<file path="src/hdl/stq_pkg.sv">
package stq_pkg;

   // Default table depth.
   localparam int TIMER_SLOTS_DEF = 16;

   // Field widths.
   localparam int NOW_W   = 48;
   localparam int DLY_W   = 32;
   localparam int TASK_W  = 8;
   localparam int EXP_W   = 49;
   localparam int REQ_DW  = 120;
   localparam int RSP_DW  = 64;

   // Timeout reported for an empty table after reset.
   localparam logic [DLY_W-1:0] IDLE_TIMEOUT_RST = 32'd1000;

   // Request types.
   localparam logic [1:0] REQ_ADD    = 2'd0;
   localparam logic [1:0] REQ_EXPIRE = 2'd1;
   localparam logic [1:0] REQ_QUERY  = 2'd2;

   // Result kinds.
   localparam logic [1:0] KIND_ACK   = 2'd0;
   localparam logic [1:0] KIND_FIRED = 2'd1;
   localparam logic [1:0] KIND_INFO  = 2'd2;

   // Commands from the controller to the datapath.
   typedef struct packed {
      logic load;
      logic add;
      logic pop_head;
      logic set_none;
      logic reins;
      logic calc;
      logic emit;
   } cmd_type;

   // Status from the datapath to the controller.
   typedef struct packed {
      logic head_due;
      logic fire_empty;
      logic reins_last;
      logic out_last;
   } stat_type;

endpackage

</file>
<file path="src/hdl/stq_ctrl.sv">
module stq_ctrl
   import stq_pkg::*;
(
   input  logic       clock,
   input  logic       reset,
   input  logic       req_valid,
   input  logic [1:0] req_user,
   output logic       req_ready,
   output logic       rsp_valid,
   input  logic       rsp_ready,
   input  stat_type   stat,
   output cmd_type    cmd
);

   typedef enum logic [2:0] {
      S_IDLE,
      S_ADD,
      S_FIRE,
      S_REINS,
      S_CALC,
      S_EMIT
   } state_type;

   state_type state_ff;
   logic      rdy_ff;
   logic      vld_ff;

   assign req_ready = rdy_ff;
   assign rsp_valid = vld_ff;

   // Commands decoded from the current state.
   always_comb begin
      cmd          = '0;
      cmd.load     = req_valid && rdy_ff;
      cmd.add      = (state_ff == S_ADD);
      cmd.pop_head = (state_ff == S_FIRE) && stat.head_due;
      cmd.set_none = (state_ff == S_FIRE) && !stat.head_due && stat.fire_empty;
      cmd.reins    = (state_ff == S_REINS);
      cmd.calc     = (state_ff == S_CALC);
      cmd.emit     = (state_ff == S_EMIT) && vld_ff && rsp_ready;
   end

   // Sequencer with its registered handshake outputs.
   always_ff @(posedge clock) begin
      if (reset) begin
         state_ff <= S_IDLE;
         rdy_ff   <= 1'b1;
         vld_ff   <= 1'b0;
      end else begin
         case (state_ff)
            S_IDLE: begin
               if (req_valid && rdy_ff) begin
                  rdy_ff <= 1'b0;
                  case (req_user)
                     REQ_ADD:    state_ff <= S_ADD;
                     REQ_EXPIRE: state_ff <= S_FIRE;
                     default:    state_ff <= S_CALC;
                  endcase
               end
            end
            S_ADD: begin
               state_ff <= S_CALC;
            end
            S_FIRE: begin
               if (!stat.head_due) begin
                  state_ff <= stat.fire_empty ? S_CALC : S_REINS;
               end
            end
            S_REINS: begin
               if (stat.reins_last) begin
                  state_ff <= S_CALC;
               end
            end
            S_CALC: begin
               state_ff <= S_EMIT;
               vld_ff   <= 1'b1;
            end
            S_EMIT: begin
               if (rsp_ready && stat.out_last) begin
                  state_ff <= S_IDLE;
                  vld_ff   <= 1'b0;
                  rdy_ff   <= 1'b1;
               end
            end
            default: begin
               state_ff <= S_IDLE;
               rdy_ff   <= 1'b1;
               vld_ff   <= 1'b0;
            end
         endcase
      end
   end

endmodule

</file>
<file path="config.mk">
export PLATFORM = sky130hd
export DESIGN_NAME = stq_ctrl
export DESIGN_NICKNAME = d
export VERILOG_FILES = /design/src/hdl/stq_pkg.sv /design/src/hdl/stq_ctrl.sv
export SDC_FILE = /design/constraint.sdc
export NUM_CORES = 1
export LEC_CHECK = 0
export ABC_AREA = 1
export BUFFER_PORTS_ARGS = -buffer_cell sky130_fd_sc_hd__buf_2
export CAP_MARGIN = 20
export CORE_AREA = 2 2 39 41
export DETAILED_ROUTE_END_ITERATION = 6
export DIE_AREA = 0 0 41 43
export GPL_TIMING_DRIVEN = 0
export PLACE_DENSITY = 0.53
export SLEW_MARGIN = 20
export SYNTH_ARGS = -nofsm -noshare
export SYNTH_HDL_FRONTEND = slang
export SYNTH_SLANG_ARGS = --single-unit
</file>
<file path="constraint.sdc">
create_clock -name clock -period 2.4 [get_ports clock]
set_clock_uncertainty 0.2 [all_clocks]
set_input_delay 0.24 -clock clock [delete_from_list [all_inputs] [get_ports clock]]
set_output_delay 0.24 -clock clock [all_outputs]
set_load 0.02 [all_outputs]
</file>
==> summary.md, run 1 <==
| Metric | Value |
|---|---|
| Hold Path Origin | reset |
| # DRC | 0 |
| Compound-Gate Fraction of Synth Area | between 10% and 20% |
| Worst-path fanout max | 7 |
| Worst R2R Path Depth | 6 |
| I/O Buffers | 18 |
| Least-Margin Pin Slew | ~0.32 ns |
| Initial DRC count | 4 |
| GRT Max-Usage Layer | met2 |
| Warnings from Yosys | 0 |
| Met3 Use GR | under 10% |
| Clock sinks | 5 |
| Worst setup margin | just over 0.7 ns |
| Minimum clock period | 1.67 ns |
| Die Span X | between 40 and 50 um |
| H-tree depth | 1 |
| Final GP Congestion | between 0.7 and 0.8 |
| Post-Synth Adder-Cell Area | 0% |
| Setup_tns | 0 ns |
| Core Area | ~0.0014 mm2 |
| M2 GR Usage | a little over a fifth |
| Post-synth top area share | between 20% and 30% |
| Cells after Synth | 64 |
| GRT Util Overall | between 10% and 20% |
| Antenna diode count | 0 |
| Simple-gate share of the synthesized area | between 50% and 60% |
| Data required time of the critical path | around 2.0 ns |
| Clock slew at reported path FFs | roughly 0.04 ns |
| Initial Util | 28.7% |
| Synth Area in XOR/XNOR | 0% |
| Place WS | roughly 0.96 ns |
| CTS tree | yes |
| CP endpoint kind | output pin |
| Critical path launch point type | register |
| Synth Register Bits | 5 |
| Initial antenna violation count | 0 |
| Final Setup Violations | 0 |
| Vias per inst | between 4 and 5 |
| Pwr dens | between 1000 and 1500 mW/mm2 |
| Worst EP arrival | 1.23 ns |
| Post-Syn Nets | 74 |
| Via Count | 450 |
| Max Slew Vio Count | 0 |
| Clock tree buffer depth | 2 |
| Die height | 43 um |
| Met1 Use GR | around 15% |
| End of the worst hold path | state_ff[2] |
| Critical R2R Launch | state_ff[2] |
| Share of layout cells above drive strength 1 | 39.5% |
| Routed WL | between 800 and 900 um |
| MaxCap Viol Count | 0 |
| Hpwl dp | between 700 and 800 um |
| Largest family of logic cells by synthesized area | simple AND/OR/NAND/NOR gates |
| IO Pins | 19 |
| Multiplexer share of the synthesized area | 0% |
| Final period util | 69.8% |
| Hold Path Depth | 2 |
| Cts bufs inserted | 3 |
| Die area | between 0.0015 and 0.002 mm2 |
| Worst-Skew Late Latency | roughly 0.24 ns |
| RR Endpoint | state_ff[0] |
| Maximum vdd drop | ~0.00044 V |
| Post-synthesis cell area | a little under 400 um2 |
| Post-synth cell types | 17 |
| Cell taking the most area after synthesis | dfxtp_1 |
| Cts repair resizes | 0 |
| Antenna Nets Post-Route | 0 |
| Vias in the first global route | between 300 and 400 |
| RSZ-0062 raised after global routing | no |
| Largest net degree at the start of global routing | 9 |
| Wire per inst | 8.76 um |
| Area delta synth->final | 34.4% |
| Global-route wire length before repair | roughly 1.6 mm |
| Max_slew headroom | 78.7% |
| Nets | between 90 and 100 |
| Post-synthesis sequential area ratio | between 20% and 30% |
| Mean Syn Cell Area | ~6.2 um2 |
| Static Leak | ~0.33 nW |
| Drt pass-1 iters | 4 |
| Fmax | between 500 and 600 MHz |
| Outcome | completed |
| Hold Vio Cnt, Final | 0 |
| Clock root cell | clkbuf_4 |
| FP Rows | 14 |
| R2R Setup Slk | 1.00 ns |
| Postcts setup bufs | 0 |
| GR Overflow Total | 0 |
| Setup CP Type | reg -> out |
| Hold Buf Count CTS | 0 |
| Worst hold-check path type | in -> reg |
| Ranking of synthesized cells by area | dfxtp_1 (25%), nand2_1 (15%), a21oi_1 (7.6%) |
## flip-flops by register name, summed over array words and instances (netlist names)
signal / cells
req_ready: 1
rsp_valid: 1
state_ff: 3
## synth_stat cells
| master | count |
|---|---|
| nand2_2 | 2 |
| buf_6 | 1 |
| nand4_1 | 1 |
| nand3b_1 | 1 |
| inv_1 | 8 |
| o21ai_1 | 2 |
| nor2_2 | 3 |
| o21ai_0 | 1 |
| nand2_1 | 16 |
| nor2_4 | 2 |
| nand3_2 | 1 |
| inv_2 | 3 |
| nand3_1 | 6 |
| nand4_2 | 1 |
| dfxtp_1 | 5 |
| nor2_1 | 5 |
| a21oi_1 | 6 |
## area by class of cell
| class | count | area [um2] |
|---|---|---|
| sequential | 5 | 100 |
| clock buffer | 4 | 26.3 |
| tap | 16 | 20.0 |
| fill | 153 | 851 |
| inverter | 11 | 41.3 |
| buffer | 1 | 11.3 |
| multi-input combinational | 47 | 244 |
| timing repair buffer | 18 | 90.1 |
## report_power, final
group | switching, mW | internal (mW)
Combinational | 0.270 | 0.160
Clock | 0.0337 | 0.0628
Sequential | 0.0458 | 0.120
Total | 0.350 | 0.342
## critical path, stage by stage, from the launching register on
cell,delay [ns]
dfxtp_1,0.38
nor2_2,0.22
inv_1,0.11
nor2_4,0.11
buf_2,0.17
## kinds of logic (layout without fill, tap and decap cells)
kind of cell / Yosys count / in the layout
buf+inv: 12 / 34
compound gates: 9 / 9
simple gates: 38 / 38
flops: 5 / 5
## worst max-delay path by stage
stage                      startpoint          end  slack [ns]  depth (start not counted)
after floorplan           state_ff[1]  state_ff[0]        1.02                          6
after global placement    state_ff[1]       cmd[1]        0.95                          4
after detailed placement  state_ff[1]       cmd[1]        0.96                          4
after CTS                 state_ff[1]       cmd[1]        0.70                          4
after global routing      state_ff[1]       cmd[1]        0.59                          4
final                     state_ff[1]       cmd[1]        0.73                          4
## layer usage
layer	wire [um]	vias to the layer above	part of all wire, %
li1	-	252	-
met1	401	183	45
met2	416	15	47
met3	76	0	8.5
met4	0	0	0
met5	0	-	0
## cells in the final DEF (no fill, tap or decap)
| master | count |
|---|---|
| clkbuf_1 | 1 |
| nand4_1 | 1 |
| dfxtp_1 | 5 |
| nand3_1 | 6 |
| nor2_4 | 2 |
| clkbuf_4 | 3 |
| nor2_2 | 3 |
| o21ai_1 | 2 |
| inv_2 | 3 |
| inv_1 | 8 |
| a21oi_1 | 6 |
| buf_6 | 1 |
| nand2_1 | 16 |
| nand4_2 | 1 |
| nand3_2 | 1 |
| buf_2 | 18 |
| o21ai_0 | 1 |
| nor2_1 | 5 |
| nand2_2 | 2 |
| nand3b_1 | 1 |
## stage by stage
step | util (%) | total power [mW] | instances | hold WS, ns | cell area (um2)
finish | 38.5 | 0.692 | 102 | 0.0231 | 533
global route | 38.5 | 0.776 | 102 | 0.0168 | 533
CTS | 38.5 | 0.702 | 102 | 0.0203 | 533
detailed placement | 36.6 | 0.603 | 98 | 0.272 | 507
global placement | 36.6 | 0.603 | 98 | 0.274 | 507
floorplan | - | 0.501 | 64 | 0.109 | 397
Power figures use the tool's default switching activity.
==> inputs of run 2 (changes only) <==
Settings changed: ABC_AREA 1 to 0, PLACE_DENSITY 0.53 to 0.5.
Clock period 2.4 ns to 1.55 ns, I/O delays scaled along.
==> summary.md, run 2 <==
| Metric | Value |
|---|---|
| Nets | 87 (-10%) |
| Synth top cells by count | dfxtp_1 (5), nor2_1 (5), nand2_1 (4) |
| Clock tree buffer depth | 2 (unchanged) |
| Pwr dens | 935 mW/mm2 (-28%) |
| Worst-path fanout max | 5 (-2) |
| Post-synth cell types | 27 (+10) |
| Minimum clock period | around 1.6 ns |
| Area delta synth->final | 64.5% |
| Initial Util | 25.9% (-2.7 points) |
| Largest net degree at the start of global routing | 11 (+2) |
| Core Area | 0.00138 mm2 (unchanged) |
| GR Overflow Total | 0 (unchanged) |
| Crit-path cells | buf_6, nand2b_4, nor4b_2, buf_2 |
| Initial DRC count | 8 (+4) |
| Vias in the first global route | 334 (-16%) |
| Top reg by flops | state_ff |
| IO Pins | 19 (unchanged) |
| Critical path launch point type | register |
| Antenna diode count | 0 (unchanged) |
| Finished Core Util | 42.7% (+4.2 points) |
| Cell taking the most area after synthesis | dfxtp_1 |
| Post-synthesis cell area | 359 um2 (-9.5%) |
| Ranking of synthesized cells by area | dfxtp_1 (28%), buf_6 (6.3%), a31oi_1 (5.2%) |
| Antenna Nets Post-Route | 0 (unchanged) |
| Least-Margin Pin Slew | 0.291 ns (-0.0278 ns) |
| Wire per inst | 11.2 um (+28%) |
| Placed cell count | 81 (-17%) |
| Hold WS | 0.0564 ns (+0.0333 ns) |
| Die area | 0.00176 mm2 (unchanged) |
| Clock root cell | clkbuf_4 |
| Final period util | 100% |
| Setup crit end | cmd[3] |
| Place WS | 0.104 ns (-0.854 ns) |
| Static Leak | 0.287 nW (-13%) |
| CP endpoint kind | output pin |
| Hpwl dp | 713 um (-5.1%) |
| Critical R2R Launch | state_ff[2] |
| Clock slew at reported path FFs | 0.05 ns (about the same) |
| RR Endpoint | state_ff[2] |
| Post-synthesis sequential area ratio | 27.9% (+2.6 points) |
| Worst hold-check path type | in -> reg |
| Cells after Synth | 47 (-27%) |
| # DRC | 0 (unchanged) |
| Mean Syn Cell Area | 7.64 um2 (+23%) |
| Commonest non-fill, non-tap cell in the layout | buf_2 |
| Vias per inst | 5.11 (+16%) |
| Setup crit start | state_ff[2] |
| Final Setup Violations | 1 (+1) |
| Post-Syn Nets | 57 (-23%) |
| Share of layout cells above drive strength 1 | 52.6% (+13 points) |
| R2R Setup Slk | 0.08 ns (-0.92 ns) |
| CTS tree | yes |
| Post-synth EDFFs | 0 (unchanged) |
| Worst-Skew Late Latency | 0.24 ns (about the same) |
| Drt pass-1 iters | 4 (unchanged) |
| Data required time of the critical path | 1.19 ns (-0.77 ns) |
| Die height | 43 um (unchanged) |
| MaxCap Viol Count | 0 (unchanged) |
| Warnings from Yosys | 0 (unchanged) |
| Failing checks | negative setup slack |
| Crit-path slowest cell | dfxtp_2 |
| Max Slew Vio Count | 0 (unchanged) |
| I/O Buffers | 18 (unchanged) |
| Setup CP Type | reg -> out |
| Final GP Congestion | 0.788 (+11%) |
| Max_slew headroom | 80.6% (+1.9 points) |
| H-tree depth | 1 (unchanged) |
| Area after DPL | 475 um2 (-6.2%) |
| Worst setup margin | -0.00181 ns (-0.728 ns) |
| Worst EP arrival | 1.20 ns (-0.03 ns) |
| Initial antenna violation count | 0 (unchanged) |
| Cts bufs inserted | 3 (unchanged) |
| Routed WL | 1.03 mm (+15%) |
| FP Rows | 14 (unchanged) |
| Outcome | finished with violations |
| RSZ-0062 raised after global routing | yes |
| Via Count | 470 (+4.4%) |
| Fmax | ~640 MHz |
| Pwr Total | 0.552 mW (-20%) |
| CP max stage delay | 0.32 ns (-0.06 ns) |
| Asr flop ratio synth | 0% (unchanged) |
| Setup_tns | -0.00181 ns (-0.00181 ns) |
| Most frequent cells in the layout | buf_2 (19), nor2_1 (5), buf_6 (4), nand2_1 (4), buf_4 (4) |
| Synth Register Bits | 5 (unchanged) |
| Clock sinks | 5 (unchanged) |
| Die Span X | 41 um (unchanged) |
| Hold Vio Cnt, Final | 0 (unchanged) |
| Fin area | 591 um2 (+11%) |
| Layout Cells excl Fill | 92 (-9.8%) |
| Ys flop type | dfxtp_1 |
| GRT Util Overall | 12.1% (-0.62 points) |
| Global-route wire length before repair | 1.45 mm (-7.5%) |
| Max FFs per register | 3 (unchanged) |
| Maximum vdd drop | 0.000522 V (+19%) |
| Worst R2R Path Depth | 3 (-3) |
| Post-synth top area share | 27.9% (+2.6 points) |
run 2: what timing repair did:
| item | CTS | global route |
|---|---|---|
| pin swaps | 1 | 1 |
| buffers inserted | 1 | 3 |
| gates resized for setup | 4 | 7 |
| hold buffers | 1 | 0 |
| endpoints found under the setup margin | 4 | 6 |
| hold endpoints to repair | 3 | 0 |
| cloned | 1 | 1 |
run 2: cell families after synthesis:
logic type | synth area share (%)
AOI/OAI and AO/OA | 19.2
DFF | 27.9
and+or+nand+nor | 43.2
buffers and inverters | 9.76
run 2: where the power goes:
group	switching, mW	leakage [nW]	internal (mW)
logic	0.122	0.228	0.113
clock network	0.0592	0.0177	0.0936
registers	0.0136	0.0419	0.150
total	0.195	0.287	0.357
run 2: how the worst min path moves through the flow:
stage                              to     from  slack (ns)  cells after the start
after detailed placement  state_ff[1]    reset        0.21                      2
after global placement    state_ff[1]    reset        0.21                      2
after floorplan           state_ff[1]    reset        0.02                      1
after global routing      state_ff[1]  stat[2]        0.06                      3
final                     state_ff[1]  stat[2]        0.06                      3
after CTS                 state_ff[1]  stat[2]        0.05                      3
run 2: layout make-up:
cell class | instances | area [um2]
Fill cell | 146 | 793
Multi-Input combinational cell | 37 | 249
Timing Repair Buffer | 25 | 146
Sequential cell | 5 | 103
Buffer | 3 | 33.8
Clock buffer | 3 | 22.5
Tap cell | 16 | 20.0
Inverter | 2 | 11.3
Clock inverter | 1 | 5.00
run 2: layer usage:
metal  GRT usage (%)  part of all wire [%]  vias up
li1                -                     -      233
met1            17.7                    45      215
met2            15.9                    47       22
met3            4.71                   7.2        0
met4            4.00                     0        0
met5               0                     0        -
run 2: critical path: cells and delay by family, from the launching register on:
kind	cells	cell delay [ns]
DFF	1	0.32
and+or+nand+nor	2	0.33
buffers and inverters	2	0.31
==> inputs of run 3 (changes only) <==
Settings changed: PLACE_DENSITY 0.5 to unset, PLACE_DENSITY_LB_ADDON set to 0.1.
Clock period 1.55 ns to 1.9 ns, I/O delays scaled along.
==> summary.md, run 3 (synthesized netlist as in run 2, its figures left out) <==
| Metric | Value |
|---|---|
| Outcome | completed |
| Fill count | 169 (+16%) |
| Die height | 43 um (unchanged) |
| Top reg by flops | state_ff |
| Vias in the first global route | 368 (+10%) |
| CP max stage delay | 0.30 ns (-0.02 ns) |
| Die Span X | 41 um (unchanged) |
| Commonest non-fill, non-tap cell in the layout | buf_2 |
| I/O Buffers | 18 (unchanged) |
| Initial DRC count | 2 (-6) |
| Area delta synth->final | 40.8% |
| Placed cell count | 81 (unchanged) |
| Initial Util | 25.9% (unchanged) |
| Vias per inst | 4.80 (-6.0%) |
| Hpwl dp | 694 um (-2.6%) |
| Layout Cells excl Fill | 86 (-6.5%) |
| Initial antenna violation count | 0 (unchanged) |
| Share of layout cells above drive strength 1 | 35.7% (-17 points) |
| Wire per inst | 11.3 um (+0.84%) |
| Via Count | 413 (-12%) |
| Pwr dens | 810 mW/mm2 (-13%) |
| Worst-path fanout max | 10 (+5) |
| Max_slew headroom | 84.0% (+3.4 points) |
| Cts repair resizes | 0 (-4) |
| Max FFs per register | 3 (unchanged) |
| Static Leak | 0.250 nW (-13%) |
| Minimum clock period | between 1.5 and 2 ns |
| Drt pass-1 iters | 4 (unchanged) |
| H-tree depth | 1 (unchanged) |
| RSZ-0062 raised after global routing | no |
| Worst hold-check path type | in -> reg |
| Largest net degree at the start of global routing | 11 (unchanged) |
| Worst-Skew Late Latency | 0.24 ns (about the same) |
| IO Pins | 19 (unchanged) |
| Final GP Congestion | 0.761 (-3.4%) |
| Core Area | 0.00138 mm2 (unchanged) |
| Hold Vio Cnt, Final | 0 (unchanged) |
| Setup CP Type | reg -> out |
| Least-Margin Pin Slew | 0.240 ns (-0.0512 ns) |
| CTS tree | yes |
| Clock sinks | 5 (unchanged) |
| Nets | 81 (-6.9%) |
| Most frequent cells in the layout | buf_2 (19), nor2_1 (5), dfxtp_1 (5), nand2_1 (4) |
| Max Slew Vio Count | 0 (unchanged) |
| Hold Buf Count CTS | 1 (unchanged) |
| MaxCap Viol Count | 0 (unchanged) |
| Clock slew at reported path FFs | 0.04 ns (about the same) |
| Clock tree buffer depth | 2 (unchanged) |
| Die area | 0.00176 mm2 (unchanged) |
| FP Rows | 14 (unchanged) |
| Global-route wire length before repair | 1.55 mm (+7.1%) |
| Routed WL | 970 um (-5.7%) |
| Cts bufs inserted | 3 (unchanged) |
| Data required time of the critical path | 1.51 ns (+0.32 ns) |
| Worst EP arrival | 1.26 ns (+0.06 ns) |
| Critical path launch point type | register |
| Final period util | 86.8% |
| # DRC | 0 (unchanged) |
| Clock root cell | clkbuf_4 |
| GRT Util Overall | 13.0% (+0.80 points) |
| GR Overflow Total | 0 (unchanged) |
| Delay-heaviest family, CP | simple AND/OR/NAND/NOR gates |
| Postcts setup bufs | 0 (-1) |
| CP endpoint kind | output pin |
| Crit-path cells | buf_6, nand2b_1, nor4b_1, buf_2 |
| Antenna diode count | 0 (unchanged) |
| Fmax | between 600 and 700 MHz |
| Final Setup Violations | 0 (-1) |
| WP buf/inv | 2 (unchanged) |
| Antenna Nets Post-Route | 0 (unchanged) |
| Setup_tns | 0 ns (+0.00181 ns) |
| Maximum vdd drop | 0.000202 V (-61%) |
| Pwr Total | 0.409 mW (-26%) |
| Crit-path slowest cell | dfxtp_1 |
==> run 3: worst paths after layout <==
check	startpoint	to	slack [ns]	cells after the start
worst max-delay path	state_ff[2]	cmd[3]	0.25	4
worst min-delay path	stat[2]	state_ff[1]	0.08	3
worst max register to register	state_ff[2]	req_ready	0.45	4
worst min register to register	rsp_valid	rsp_valid	0.31	2
==> run 3: per-stage QoR <==
step | setup WS (ns) | utilization (%) | area, um2 | hold WS, ns
6_report | 0.250 | 36.5 | 505 | 0.0795
5_1_grt | 0.166 | 36.5 | 505 | 0.0854
4_1_cts | 0.219 | 36.5 | 505 | 0.0665
3_5_place_dp | 0.473 | 33.9 | 469 | 0.248
3_3_place_gp | 0.474 | 33.9 | 469 | 0.249
2_1_floorplan | 0.211 | - | 359 | 0.0594
==> run 3: worst register-to-register path: stages, from the launching register on <==
cell and delay, ns:
dfxtp_1 0.32, buf_6 0.13, and3b_1 0.22, a21oi_1 0.11, or3_1 0.35
==> run 3: per-layer routing <==
layer	part of all wire (%)	global-route usage [%]	up-vias
met4	0	6.00	0
met5	0	0	-
met1	50	17.4	185
met2	44	17.8	10
li1	-	-	218
met3	5.6	4.71	0
==> run 3: where the power goes <==
part	internal (mW)	switching (mW)	leakage (nW)	total (mW)
clock	0.0794	0.0436	0.0150	0.123
sequential	0.121	0.00779	0.0412	0.129
combinational	0.0671	0.0904	0.194	0.157
==> run 3: area by class of cell <==
| type | instances | area [um2] | area share, % |
|---|---|---|---|
| multi-input cells | 37 | 224 | 44.3 |
| plain buffers | 3 | 27.5 | 5.45 |
| well taps | 16 | 20.0 | 3.96 |
| inverters | 2 | 7.51 | 1.49 |
| repair buffers | 19 | 100 | 19.8 |
| flip-flops and latches | 5 | 100 | 19.8 |
| clock buffers | 4 | 26.3 | 5.20 |
